`src/hw/rtl/pmlc_pkg.sv`:
```
`timescale 1ns / 1ps
// Package for the multiplexer link controller: shared types, codes and sizes.
// Used by every module of the block but pmlc_ram; depends on nothing.
package pmlc_pkg;

    // Receive FIFO size and the widths that follow from it.
    localparam int FIFO_DEPTH = 32;
    localparam int PTR_W      = $clog2(FIFO_DEPTH);
    localparam int CNT_W      = $clog2(FIFO_DEPTH + 1);

    // Configuration port address width (seven registers at 4-byte spacing).
    localparam int APB_AW = 5;
    localparam int APB_DW = 32;

    // Status bytes seen by the host.
    localparam logic [7:0] STAT_EMPTY = 8'h14;
    localparam logic [7:0] STAT_DATA  = 8'h17;

    // Register indexes.
    typedef enum logic [2:0] {
        REG_LINK_EN     = 3'd0,
        REG_ESCAPE      = 3'd1,
        REG_SYNC        = 3'd2,
        REG_KBD_SEL     = 3'd3,
        REG_MOUSE_SEL   = 3'd4,
        REG_SESS_BEGIN  = 3'd5,
        REG_SESS_FINISH = 3'd6
    } reg_idx_t;

    // Reset values of the code registers.
    localparam logic [7:0] RST_ESCAPE      = 8'd125;
    localparam logic [7:0] RST_SYNC        = 8'd126;
    localparam logic [7:0] RST_KBD_SEL     = 8'd160;
    localparam logic [7:0] RST_MOUSE_SEL   = 8'd161;
    localparam logic [7:0] RST_SESS_BEGIN  = 8'd85;
    localparam logic [7:0] RST_SESS_FINISH = 8'd86;

    // Item operations.
    typedef enum logic [1:0] {
        OP_RX     = 2'd0,
        OP_STATUS = 2'd1,
        OP_READ   = 2'd2,
        OP_WRITE  = 2'd3
    } op_t;

    // Host write sequencer steps.
    typedef enum logic [2:0] {
        STEP_SEL  = 3'b001,
        STEP_ESC  = 3'b010,
        STEP_BYTE = 3'b100
    } tx_step_t;

    // Configuration as seen by the datapath.
    typedef struct packed {
        logic       link_en;
        logic [7:0] escape;
        logic [7:0] sync;
        logic [7:0] kbd_sel;
        logic [7:0] mouse_sel;
        logic [7:0] sess_begin;
        logic [7:0] sess_finish;
    } cfg_t;

    // One result word; read data itself comes from the FIFO RAM read register.
    typedef struct packed {
        logic       read_hit;
        logic [7:0] status_byte;
        logic [7:0] tx_byte;
        logic       tx_valid;
        logic       last;
        logic       byte_stored;
        logic       byte_lost;
        logic       overflow;
        logic       unexpected_sync;
    } res_t;

endpackage

```
`src/hw/rtl/ps2_mux_link_controller_core.sv`:
```
`timescale 1ns / 1ps
// Top level of the keyboard/mouse multiplexer link controller.
// Depends on pmlc_pkg, pmlc_cfg, pmlc_ctrl and pmlc_ram.
//
//   Channel   Direction  Ports                         Word
//   s_*       in         s_operation, s_data_in        one receive or host access
//   m_*       out        m_read_data ... m_last        one result / link byte
//   apb       in/out     psel penable pwrite paddr ... register access
//
// An accepted word is held in the input register; its result word goes to the
// output register. Receive, status and data read give one result per cycle back
// to back while m_ready is high; a host write holds the input register for one
// result word per link byte sent. A stalled m_ready holds the output register
// and, through it, the input register. Reset is synchronous, clears all control
// state and needs no clearing pass; FIFO bytes are not reset.
module ps2_mux_link_controller_core (
    input  logic                        aclk,
    input  logic                        aresetn,
    // Input channel
    input  logic                        s_valid,
    output logic                        s_ready,
    input  logic [1:0]                  s_operation,
    input  logic [7:0]                  s_data_in,
    // Result channel
    output logic                        m_valid,
    input  logic                        m_ready,
    output logic [7:0]                  m_read_data,
    output logic [7:0]                  m_status_byte,
    output logic [7:0]                  m_tx_byte,
    output logic                        m_tx_valid,
    output logic                        m_last,
    output logic                        m_byte_stored,
    output logic                        m_byte_lost,
    output logic                        m_overflow,
    output logic                        m_unexpected_sync,
    // Configuration port
    input  logic                        psel,
    input  logic                        penable,
    input  logic                        pwrite,
    input  logic [pmlc_pkg::APB_AW-1:0] paddr,
    input  logic [pmlc_pkg::APB_DW-1:0] pwdata,
    output logic [pmlc_pkg::APB_DW-1:0] prdata,
    output logic                        pready
);

    pmlc_pkg::cfg_t             cfg;
    pmlc_pkg::res_t             res_next;
    pmlc_pkg::res_t             res_reg;
    logic                       res_valid_reg;
    logic                       in_valid_reg;
    pmlc_pkg::op_t              in_op_reg;
    logic [7:0]                 in_data_reg;
    logic                       advance;
    logic                       item_done;
    logic                       ram_wr_en;
    logic [pmlc_pkg::PTR_W-1:0] ram_wr_addr;
    logic [7:0]                 ram_wr_data;
    logic                       ram_rd_en;
    logic [pmlc_pkg::PTR_W-1:0] ram_rd_addr;
    logic [7:0]                 ram_rd_data;

    // The output register takes a new word when empty or being drained.
    assign advance = !res_valid_reg || m_ready;
    assign s_ready = !in_valid_reg || (item_done && advance);

    // Input register.
    always_ff @(posedge aclk) begin
        if (!aresetn) begin
            in_valid_reg <= 1'b0;
        end else if (s_ready) begin
            in_valid_reg <= s_valid;
        end
    end

    always_ff @(posedge aclk) begin
        if (s_valid && s_ready) begin
            in_op_reg   <= pmlc_pkg::op_t'(s_operation);
            in_data_reg <= s_data_in;
        end
    end

    // Output register.
    always_ff @(posedge aclk) begin
        if (!aresetn) begin
            res_valid_reg <= 1'b0;
        end else if (advance) begin
            res_valid_reg <= in_valid_reg;
        end
    end

    always_ff @(posedge aclk) begin
        if (advance && in_valid_reg) begin
            res_reg <= res_next;
        end
    end

    pmlc_cfg u_cfg (
        .aclk    (aclk),
        .aresetn (aresetn),
        .psel    (psel),
        .penable (penable),
        .pwrite  (pwrite),
        .paddr   (paddr),
        .pwdata  (pwdata),
        .prdata  (prdata),
        .pready  (pready),
        .cfg     (cfg)
    );

    pmlc_ctrl u_ctrl (
        .aclk        (aclk),
        .aresetn     (aresetn),
        .cfg         (cfg),
        .item_valid  (in_valid_reg),
        .item_op     (in_op_reg),
        .item_data   (in_data_reg),
        .advance     (advance),
        .res         (res_next),
        .item_done   (item_done),
        .ram_wr_en   (ram_wr_en),
        .ram_wr_addr (ram_wr_addr),
        .ram_wr_data (ram_wr_data),
        .ram_rd_en   (ram_rd_en),
        .ram_rd_addr (ram_rd_addr)
    );

    pmlc_ram #(
        .DEPTH (pmlc_pkg::FIFO_DEPTH),
        .WIDTH (8)
    ) u_ram (
        .aclk    (aclk),
        .wr_en   (ram_wr_en),
        .wr_addr (ram_wr_addr),
        .wr_data (ram_wr_data),
        .rd_en   (ram_rd_en),
        .rd_addr (ram_rd_addr),
        .rd_data (ram_rd_data)
    );

    // The RAM read register lines up with the output register of a data read.
    assign m_valid           = res_valid_reg;
    assign m_read_data       = res_reg.read_hit ? ram_rd_data : 8'd0;
    assign m_status_byte     = res_reg.status_byte;
    assign m_tx_byte         = res_reg.tx_byte;
    assign m_tx_valid        = res_reg.tx_valid;
    assign m_last            = res_reg.last;
    assign m_byte_stored     = res_reg.byte_stored;
    assign m_byte_lost       = res_reg.byte_lost;
    assign m_overflow        = res_reg.overflow;
    assign m_unexpected_sync = res_reg.unexpected_sync;

endmodule

```
`src/hw/rtl/pmlc_ram.sv`:
```
`timescale 1ns / 1ps
// Generic single-write, single-read RAM with a registered read port.
// Holds the receive FIFO bytes; no package dependency.
module pmlc_ram #(
    parameter int DEPTH = 32,
    parameter int WIDTH = 8,
    parameter int AW    = $clog2(DEPTH)
) (
    input  logic             aclk,
    input  logic             wr_en,
    input  logic [AW-1:0]    wr_addr,
    input  logic [WIDTH-1:0] wr_data,
    input  logic             rd_en,
    input  logic [AW-1:0]    rd_addr,
    output logic [WIDTH-1:0] rd_data
);

    logic [WIDTH-1:0] mem [DEPTH];
    logic [WIDTH-1:0] rd_data_reg;

    // Write port.
    always_ff @(posedge aclk) begin
        if (wr_en) begin
            mem[wr_addr] <= wr_data;
        end
    end

    // Read port; the data register holds until the next read.
    always_ff @(posedge aclk) begin
        if (rd_en) begin
            rd_data_reg <= mem[rd_addr];
        end
    end

    assign rd_data = rd_data_reg;

endmodule

```
`src/hw/rtl/pmlc_cfg.sv`:
```
`timescale 1ns / 1ps
// APB-style configuration registers: link enable and the six link codes.
// Depends on pmlc_pkg.
module pmlc_cfg (
    input  logic                        aclk,
    input  logic                        aresetn,
    input  logic                        psel,
    input  logic                        penable,
    input  logic                        pwrite,
    input  logic [pmlc_pkg::APB_AW-1:0] paddr,
    input  logic [pmlc_pkg::APB_DW-1:0] pwdata,
    output logic [pmlc_pkg::APB_DW-1:0] prdata,
    output logic                        pready,
    output pmlc_pkg::cfg_t              cfg
);

    pmlc_pkg::cfg_t     cfg_reg;
    pmlc_pkg::reg_idx_t idx;
    logic               wr_fire;

    assign idx     = pmlc_pkg::reg_idx_t'(paddr[4:2]);
    assign wr_fire = psel && penable && pwrite;
    assign pready  = 1'b1;

    // Register writes on the access phase.
    always_ff @(posedge aclk) begin
        if (!aresetn) begin
            cfg_reg.link_en     <= 1'b0;
            cfg_reg.escape      <= pmlc_pkg::RST_ESCAPE;
            cfg_reg.sync        <= pmlc_pkg::RST_SYNC;
            cfg_reg.kbd_sel     <= pmlc_pkg::RST_KBD_SEL;
            cfg_reg.mouse_sel   <= pmlc_pkg::RST_MOUSE_SEL;
            cfg_reg.sess_begin  <= pmlc_pkg::RST_SESS_BEGIN;
            cfg_reg.sess_finish <= pmlc_pkg::RST_SESS_FINISH;
        end else if (wr_fire) begin
            unique case (idx)
                pmlc_pkg::REG_LINK_EN:     cfg_reg.link_en     <= pwdata[0];
                pmlc_pkg::REG_ESCAPE:      cfg_reg.escape      <= pwdata[7:0];
                pmlc_pkg::REG_SYNC:        cfg_reg.sync        <= pwdata[7:0];
                pmlc_pkg::REG_KBD_SEL:     cfg_reg.kbd_sel     <= pwdata[7:0];
                pmlc_pkg::REG_MOUSE_SEL:   cfg_reg.mouse_sel   <= pwdata[7:0];
                pmlc_pkg::REG_SESS_BEGIN:  cfg_reg.sess_begin  <= pwdata[7:0];
                pmlc_pkg::REG_SESS_FINISH: cfg_reg.sess_finish <= pwdata[7:0];
                default: ;
            endcase
        end
    end

    // Read mux.
    always_comb begin
        prdata = '0;
        unique case (idx)
            pmlc_pkg::REG_LINK_EN:     prdata[0]   = cfg_reg.link_en;
            pmlc_pkg::REG_ESCAPE:      prdata[7:0] = cfg_reg.escape;
            pmlc_pkg::REG_SYNC:        prdata[7:0] = cfg_reg.sync;
            pmlc_pkg::REG_KBD_SEL:     prdata[7:0] = cfg_reg.kbd_sel;
            pmlc_pkg::REG_MOUSE_SEL:   prdata[7:0] = cfg_reg.mouse_sel;
            pmlc_pkg::REG_SESS_BEGIN:  prdata[7:0] = cfg_reg.sess_begin;
            pmlc_pkg::REG_SESS_FINISH: prdata[7:0] = cfg_reg.sess_finish;
            default:                   prdata      = '0;
        endcase
    end

    assign cfg = cfg_reg;

endmodule

```
`src/hw/rtl/pmlc_ctrl.sv`:
```
`timescale 1ns / 1ps
// Link state, FIFO pointers and the per-word result logic of the controller.
// Depends on pmlc_pkg; drives the FIFO RAM ports.
module pmlc_ctrl (
    input  logic                       aclk,
    input  logic                       aresetn,
    input  pmlc_pkg::cfg_t             cfg,
    input  logic                       item_valid,
    input  pmlc_pkg::op_t              item_op,
    input  logic [7:0]                 item_data,
    input  logic                       advance,
    output pmlc_pkg::res_t             res,
    output logic                       item_done,
    output logic                       ram_wr_en,
    output logic [pmlc_pkg::PTR_W-1:0] ram_wr_addr,
    output logic [7:0]                 ram_wr_data,
    output logic                       ram_rd_en,
    output logic [pmlc_pkg::PTR_W-1:0] ram_rd_addr
);

    localparam logic [pmlc_pkg::PTR_W-1:0] LAST_IDX =
        pmlc_pkg::PTR_W'(pmlc_pkg::FIFO_DEPTH - 1);
    localparam logic [pmlc_pkg::CNT_W-1:0] FULL_CNT =
        pmlc_pkg::CNT_W'(pmlc_pkg::FIFO_DEPTH);

    logic [pmlc_pkg::CNT_W-1:0] count_reg, count_next;
    logic [pmlc_pkg::PTR_W-1:0] wr_idx_reg, wr_idx_next;
    logic [pmlc_pkg::PTR_W-1:0] rd_idx_reg, rd_idx_next;
    logic                       esc_pend_reg, esc_pend_next;
    logic                       sync_reg, sync_next;
    logic                       mouse_reg, mouse_next;
    logic                       cmd_pend_reg, cmd_pend_next;
    pmlc_pkg::tx_step_t         step_reg, step_next;

    logic fire;
    logic deliver;
    logic push;
    logic pop;
    logic is_code;
    logic not_empty;

    assign fire      = item_valid && advance;
    assign not_empty = (count_reg != '0);
    assign is_code   = (item_data == cfg.escape) || (item_data == cfg.sync) ||
                       (item_data == cfg.kbd_sel) || (item_data == cfg.mouse_sel) ||
                       (item_data == cfg.sess_begin) || (item_data == cfg.sess_finish);

    // Result word and next state for the item in the input register.
    always_comb begin
        res           = '0;
        esc_pend_next = esc_pend_reg;
        sync_next     = sync_reg;
        mouse_next    = mouse_reg;
        cmd_pend_next = cmd_pend_reg;
        step_next     = step_reg;
        deliver       = 1'b0;
        push          = 1'b0;
        pop           = 1'b0;
        item_done     = item_valid;

        unique case (item_op)
            pmlc_pkg::OP_RX: begin
                res.last = 1'b1;
                if (cfg.link_en) begin
                    // Deframing in priority order: escape, sync, selectors, session.
                    if (esc_pend_reg) begin
                        esc_pend_next = 1'b0;
                        deliver       = 1'b1;
                    end else if (item_data == cfg.escape) begin
                        esc_pend_next = 1'b1;
                    end else if (item_data == cfg.sync) begin
                        sync_next = 1'b1;
                    end else if (item_data == cfg.kbd_sel) begin
                        mouse_next = 1'b0;
                    end else if (item_data == cfg.mouse_sel) begin
                        mouse_next = 1'b1;
                    end else if (item_data == cfg.sess_begin ||
                                 item_data == cfg.sess_finish) begin
                        deliver = 1'b0;
                    end else begin
                        deliver = 1'b1;
                    end
                end

                // Delivery of a data byte on the selected channel.
                if (deliver) begin
                    if (mouse_reg) begin
                        res.byte_lost = 1'b1;
                    end else if (cmd_pend_reg && !sync_reg) begin
                        res.byte_lost = 1'b1;
                    end else begin
                        if (cmd_pend_reg) begin
                            cmd_pend_next = 1'b0;
                            sync_next     = 1'b0;
                        end
                        if (count_reg < FULL_CNT) begin
                            push            = 1'b1;
                            res.byte_stored = 1'b1;
                        end else begin
                            res.overflow = 1'b1;
                        end
                        // A sync left over without a pending command.
                        if (sync_reg && !cmd_pend_reg) begin
                            sync_next           = 1'b0;
                            res.unexpected_sync = 1'b1;
                        end
                    end
                end
            end
            pmlc_pkg::OP_STATUS: begin
                res.last        = 1'b1;
                res.status_byte = not_empty ? pmlc_pkg::STAT_DATA : pmlc_pkg::STAT_EMPTY;
            end
            pmlc_pkg::OP_READ: begin
                res.last     = 1'b1;
                res.read_hit = not_empty;
                pop          = not_empty;
            end
            pmlc_pkg::OP_WRITE: begin
                // Selector, optional escape, then the byte itself.
                res.tx_valid = 1'b1;
                unique case (step_reg)
                    pmlc_pkg::STEP_SEL: begin
                        res.tx_byte   = cfg.kbd_sel;
                        cmd_pend_next = 1'b1;
                        step_next     = is_code ? pmlc_pkg::STEP_ESC : pmlc_pkg::STEP_BYTE;
                        item_done     = 1'b0;
                    end
                    pmlc_pkg::STEP_ESC: begin
                        res.tx_byte = cfg.escape;
                        step_next   = pmlc_pkg::STEP_BYTE;
                        item_done   = 1'b0;
                    end
                    pmlc_pkg::STEP_BYTE: begin
                        res.tx_byte = item_data;
                        res.last    = 1'b1;
                        step_next   = pmlc_pkg::STEP_SEL;
                    end
                    default: begin
                        step_next = pmlc_pkg::STEP_SEL;
                        item_done = 1'b0;
                    end
                endcase
            end
            default: res = '0;
        endcase
    end

    // FIFO pointer and count updates; at most one of push and pop per word.
    always_comb begin
        wr_idx_next = wr_idx_reg;
        rd_idx_next = rd_idx_reg;
        count_next  = count_reg;
        if (push) begin
            wr_idx_next = (wr_idx_reg == LAST_IDX) ? '0 : wr_idx_reg + 1'b1;
            count_next  = count_reg + 1'b1;
        end else if (pop) begin
            rd_idx_next = (rd_idx_reg == LAST_IDX) ? '0 : rd_idx_reg + 1'b1;
            count_next  = count_reg - 1'b1;
        end
    end

    assign ram_wr_en   = fire && push;
    assign ram_wr_addr = wr_idx_reg;
    assign ram_wr_data = item_data;
    assign ram_rd_en   = fire && pop;
    assign ram_rd_addr = rd_idx_reg;

    // State registers advance once per result word.
    always_ff @(posedge aclk) begin
        if (!aresetn) begin
            count_reg    <= '0;
            wr_idx_reg   <= '0;
            rd_idx_reg   <= '0;
            esc_pend_reg <= 1'b0;
            sync_reg     <= 1'b0;
            mouse_reg    <= 1'b0;
            cmd_pend_reg <= 1'b0;
            step_reg     <= pmlc_pkg::STEP_SEL;
        end else if (fire) begin
            count_reg    <= count_next;
            wr_idx_reg   <= wr_idx_next;
            rd_idx_reg   <= rd_idx_next;
            esc_pend_reg <= esc_pend_next;
            sync_reg     <= sync_next;
            mouse_reg    <= mouse_next;
            cmd_pend_reg <= cmd_pend_next;
            step_reg     <= step_next;
        end
    end

endmodule
```
`config.mk`:
```
export PLATFORM = sky130hd
export DESIGN_NAME = ps2_mux_link_controller_core
export DESIGN_NICKNAME = d
export VERILOG_FILES = /design/src/hw/rtl/pmlc_pkg.sv /design/src/hw/rtl/ps2_mux_link_controller_core.sv /design/src/hw/rtl/pmlc_ram.sv /design/src/hw/rtl/pmlc_cfg.sv /design/src/hw/rtl/pmlc_ctrl.sv
export SDC_FILE = /design/constraint.sdc
export NUM_CORES = 1
export LEC_CHECK = 0
export CORE_ASPECT_RATIO = 2
export CORE_MARGIN = 2
export CORE_UTILIZATION = 29
export DETAILED_ROUTE_END_ITERATION = 7
export DONT_BUFFER_PORTS = 1
export SKIP_CTS_REPAIR_TIMING = 1
export SLEW_MARGIN = 25
export SYNTH_ARGS = -nofsm -noshare
export SYNTH_HDL_FRONTEND = slang
export SYNTH_HIERARCHICAL = 1
export SYNTH_SLANG_ARGS = --single-unit
```
`constraint.sdc`:
```
create_clock -name aclk -period 8.29 [get_ports aclk]
set_input_delay 1.658 -clock aclk [delete_from_list [all_inputs] [get_ports aclk]]
set_output_delay 1.658 -clock aclk [all_outputs]
set_load 0.05 [all_outputs]
```
==> results.md <==
* Status: complete, no violations
* Logic gate share of total power at 0.049
* CP Capture Type: primary output
* CTS tree: yes
* Layout net count at approximately 1100
* Syn. warnings at 6
* Async set or reset register ratio after synthesis at 0
* Routed Antenna Nets at 0
* Post-synthesis area per instance at around 15 sq um
* DIE AREA at roughly 59000 sq um
* Internal power at around 2.8 mW
* Worst slack, placed at 3560 ps
* WL/cell at roughly 22 microns
* Tmin final at 4580 ps
* EDFF count, synth at approximately 300
* Most common cell after layout, fill and taps aside: edfxtp_1
* Register share of total power at 0.565
* DR iter-0 viols at between 500 and 600
* Largest net degree at the start of global routing at 89
* Setup TNS at 0 ps
* Yosys cell types at 73
* Hold slack at 490 ps
* WP data arrival at 2930 ps
* # setup viols final at 0
* Seq/Total Area, Yosys at 0.634
* Die width at 172 microns
* Sw Share at 0.231
* Initial Util at 0.293
* Hold WC Path Type: register to register
* Std-Cell Rows at between 100 and 150
* Share of cells above drive strength 1 at 0.176
* Total gr overflow at 0
* Clk_lat worst skew at approximately 580 ps
* Peak fanout along the critical path at 25
* Initial antenna violation count at 0
* Htree depth at 1
* Crit-path max cell delay at 860 ps
* Remaining DRCs at 0
* Skew final at between 15 and 20 ps
* Avg Vias per Cell at ~4.8
* Top FF cell, synth: edfxtp_1
* Worst-Margin Slew at 1060 ps
* Largest register FFs at around 260
* Detailed-route wire length at 40100 microns
* Relative slew slack at 0.287
* Via count at approximately 8700
* Crit-path cells: nor2b_1 > a22oi_1 > o211ai_1
* Clock share of power at 0.385
* Worst R2R Setup Slack at around 4300 ps
* Placed insts at ~1800
* Tot Pwr at between 3 and 4 mW
* DPL Wire Length at 28200 microns
* Clock tree root driver cell: clkbuf_16
* Layout area overhead at 8.12%
* Syn Std Cell Area at 16400 sq um
* Number of port buffers at 0
* Final hold vios at 0
* First-pass GRT wire length at 58800 microns
* Hold_sp: u_ctrl/step_reg[1]
* Worst Hold Path EP: u_ctrl/step_reg[1]
* DRT Pass-1 Iters at 5
* Synthesized flop and latch total at between 300 and 400
* Startpoint Class: primary input
* Max Fclk at ~0.22 GHz
* Worst r2r path cells at 7
* Setup WS post-layout at approximately 3700 ps
* Tcrit/Tclk final at 0.553
* Crit Path Class: primary input to primary output
* Syn Inst Count at about 1100
* Max Transition Viols Final at 0
* Highest-count cells in the layout ignoring fill and taps: edfxtp_1 (297), mux4_2 (80), dfxtp_1 (71), nand2_1 (70), nor2_1 (63)
* Final Instance Area at between 15000 and 20000 sq um
* Worst r2r src: in_op_reg[1]
* P_sw at 0.846 mW
* Slowest CP cell: o211ai_1
* Worst Hold Path Cells at 2
* Die Height at roughly 340 microns
* Post-layout util at 0.317
* Num CTS Buffers at 29
* RR Endpoint: u_ram/mem[2][6]
* Cell area power density at 206 nW/um^2
* Reg area at 10400 sq um
* Leakage at 5.62 nW
* RSZ-0062 raised after global routing: no
* Antenna fix cells at 0
* Clk pin slew, worst setup/hold paths at around 80 ps
* Area occupied by multi-input gates at around 5300 sq um
* Floorplan core area at around 56000 sq um
* Routability congestion estimate at between 0.8 and 0.9
* Max IR drop VDD at approximately 0.16 mV
* Placed Area at 16800 sq um
* Required time worst endpoint at 6630 ps
* FILL cells at between 5000 and 6000
* Total track usage at 0.137
* Num ports at between 100 and 150
* Post-route insts no fill at between 1500 and 2000
* Vias in the first global route at a little over 9000
* Max-Cap Viols at 0
* Clock buffer depth at 3
* Clk sinks at between 300 and 400
[power by group through the flow]
| stage | registers, mW | clock network (mW) | logic (mW) |
|---|---|---|---|
| floorplan | 2.09 | 0 | 0.182 |
| global placement | 2.11 | 0 | 0.179 |
| detailed placement | 2.11 | 0 | 0.182 |
| CTS | 2.07 | 1.45 | 0.183 |
| global route | 2.07 | 1.51 | 0.192 |
| finish | 2.07 | 1.41 | 0.181 |
[synthesized netlist by cell type (all sizes together), types with 8 or more instances]
cell type,instances,area share
mux4,80,0.11
a21oi,24,0.0080
xor2,48,0.026
buf,93,0.042
and2,14,0.0054
nor2,65,0.015
nand2,70,0.016
nand3b,11,0.0050
dfxtp,74,0.090
a22oi,11,0.0053
edfxtp,297,0.54
o21ai,31,0.0095
o211ai,14,0.0064
mux2,14,0.0096
clkbuf,22,0.0050
nor2b,20,0.0081
nor4,13,0.0080
mux2i,49,0.030
nand3,11,0.0037
ha,8,0.0061
inv,19,0.0043
[worst max-delay path by stage]
stage,endpoint,from,slack [ps]
after floorplan,prdata[0],paddr[2],3410
after detailed placement,u_ram/mem[2][4],m_ready,3560
after global placement,u_ram/mem[2][6],m_ready,3630
after CTS,prdata[6],paddr[4],3730
final,prdata[6],paddr[3],3710
after global routing,s_ready,u_ctrl/step_reg[2],3570
[cell type report]
class                           instances  share of cell area
Sequential cell                       371               0.587
Multi-Input combinational cell        597               0.297
Tap cell                              750              0.0529
Clock buffer                           31              0.0413
Clock inverter                         22              0.0120
Timing Repair Buffer                   15             0.00635
Inverter                               19             0.00402
[routing by layer]
layer  share of wire  track usage
met1            0.33        0.133
met2            0.58        0.275
met3           0.040       0.0185
met4           0.044       0.0637
met5               0            0
[critical path: cells and delay by family]
kind             cells  cell delay, ps
AND/OR/NAND/NOR      1             290
AO/OA/AOI/OAI        2             970
[logic make-up after synthesis]
kind of cell | after synthesis | synth area share
buffers and inverters | 134 | 0.0516
AND/OR/NAND/NOR | 245 | 0.0799
AO/OA/AOI/OAI | 121 | 0.0504
adder cells (fa/ha/maj) | 9 | 0.00732
other | 3 | 0.000686
flip-flops | 371 | 0.634
XOR/XNOR | 50 | 0.0267
multiplexers | 143 | 0.149
(Power assumes the default switching activity.)
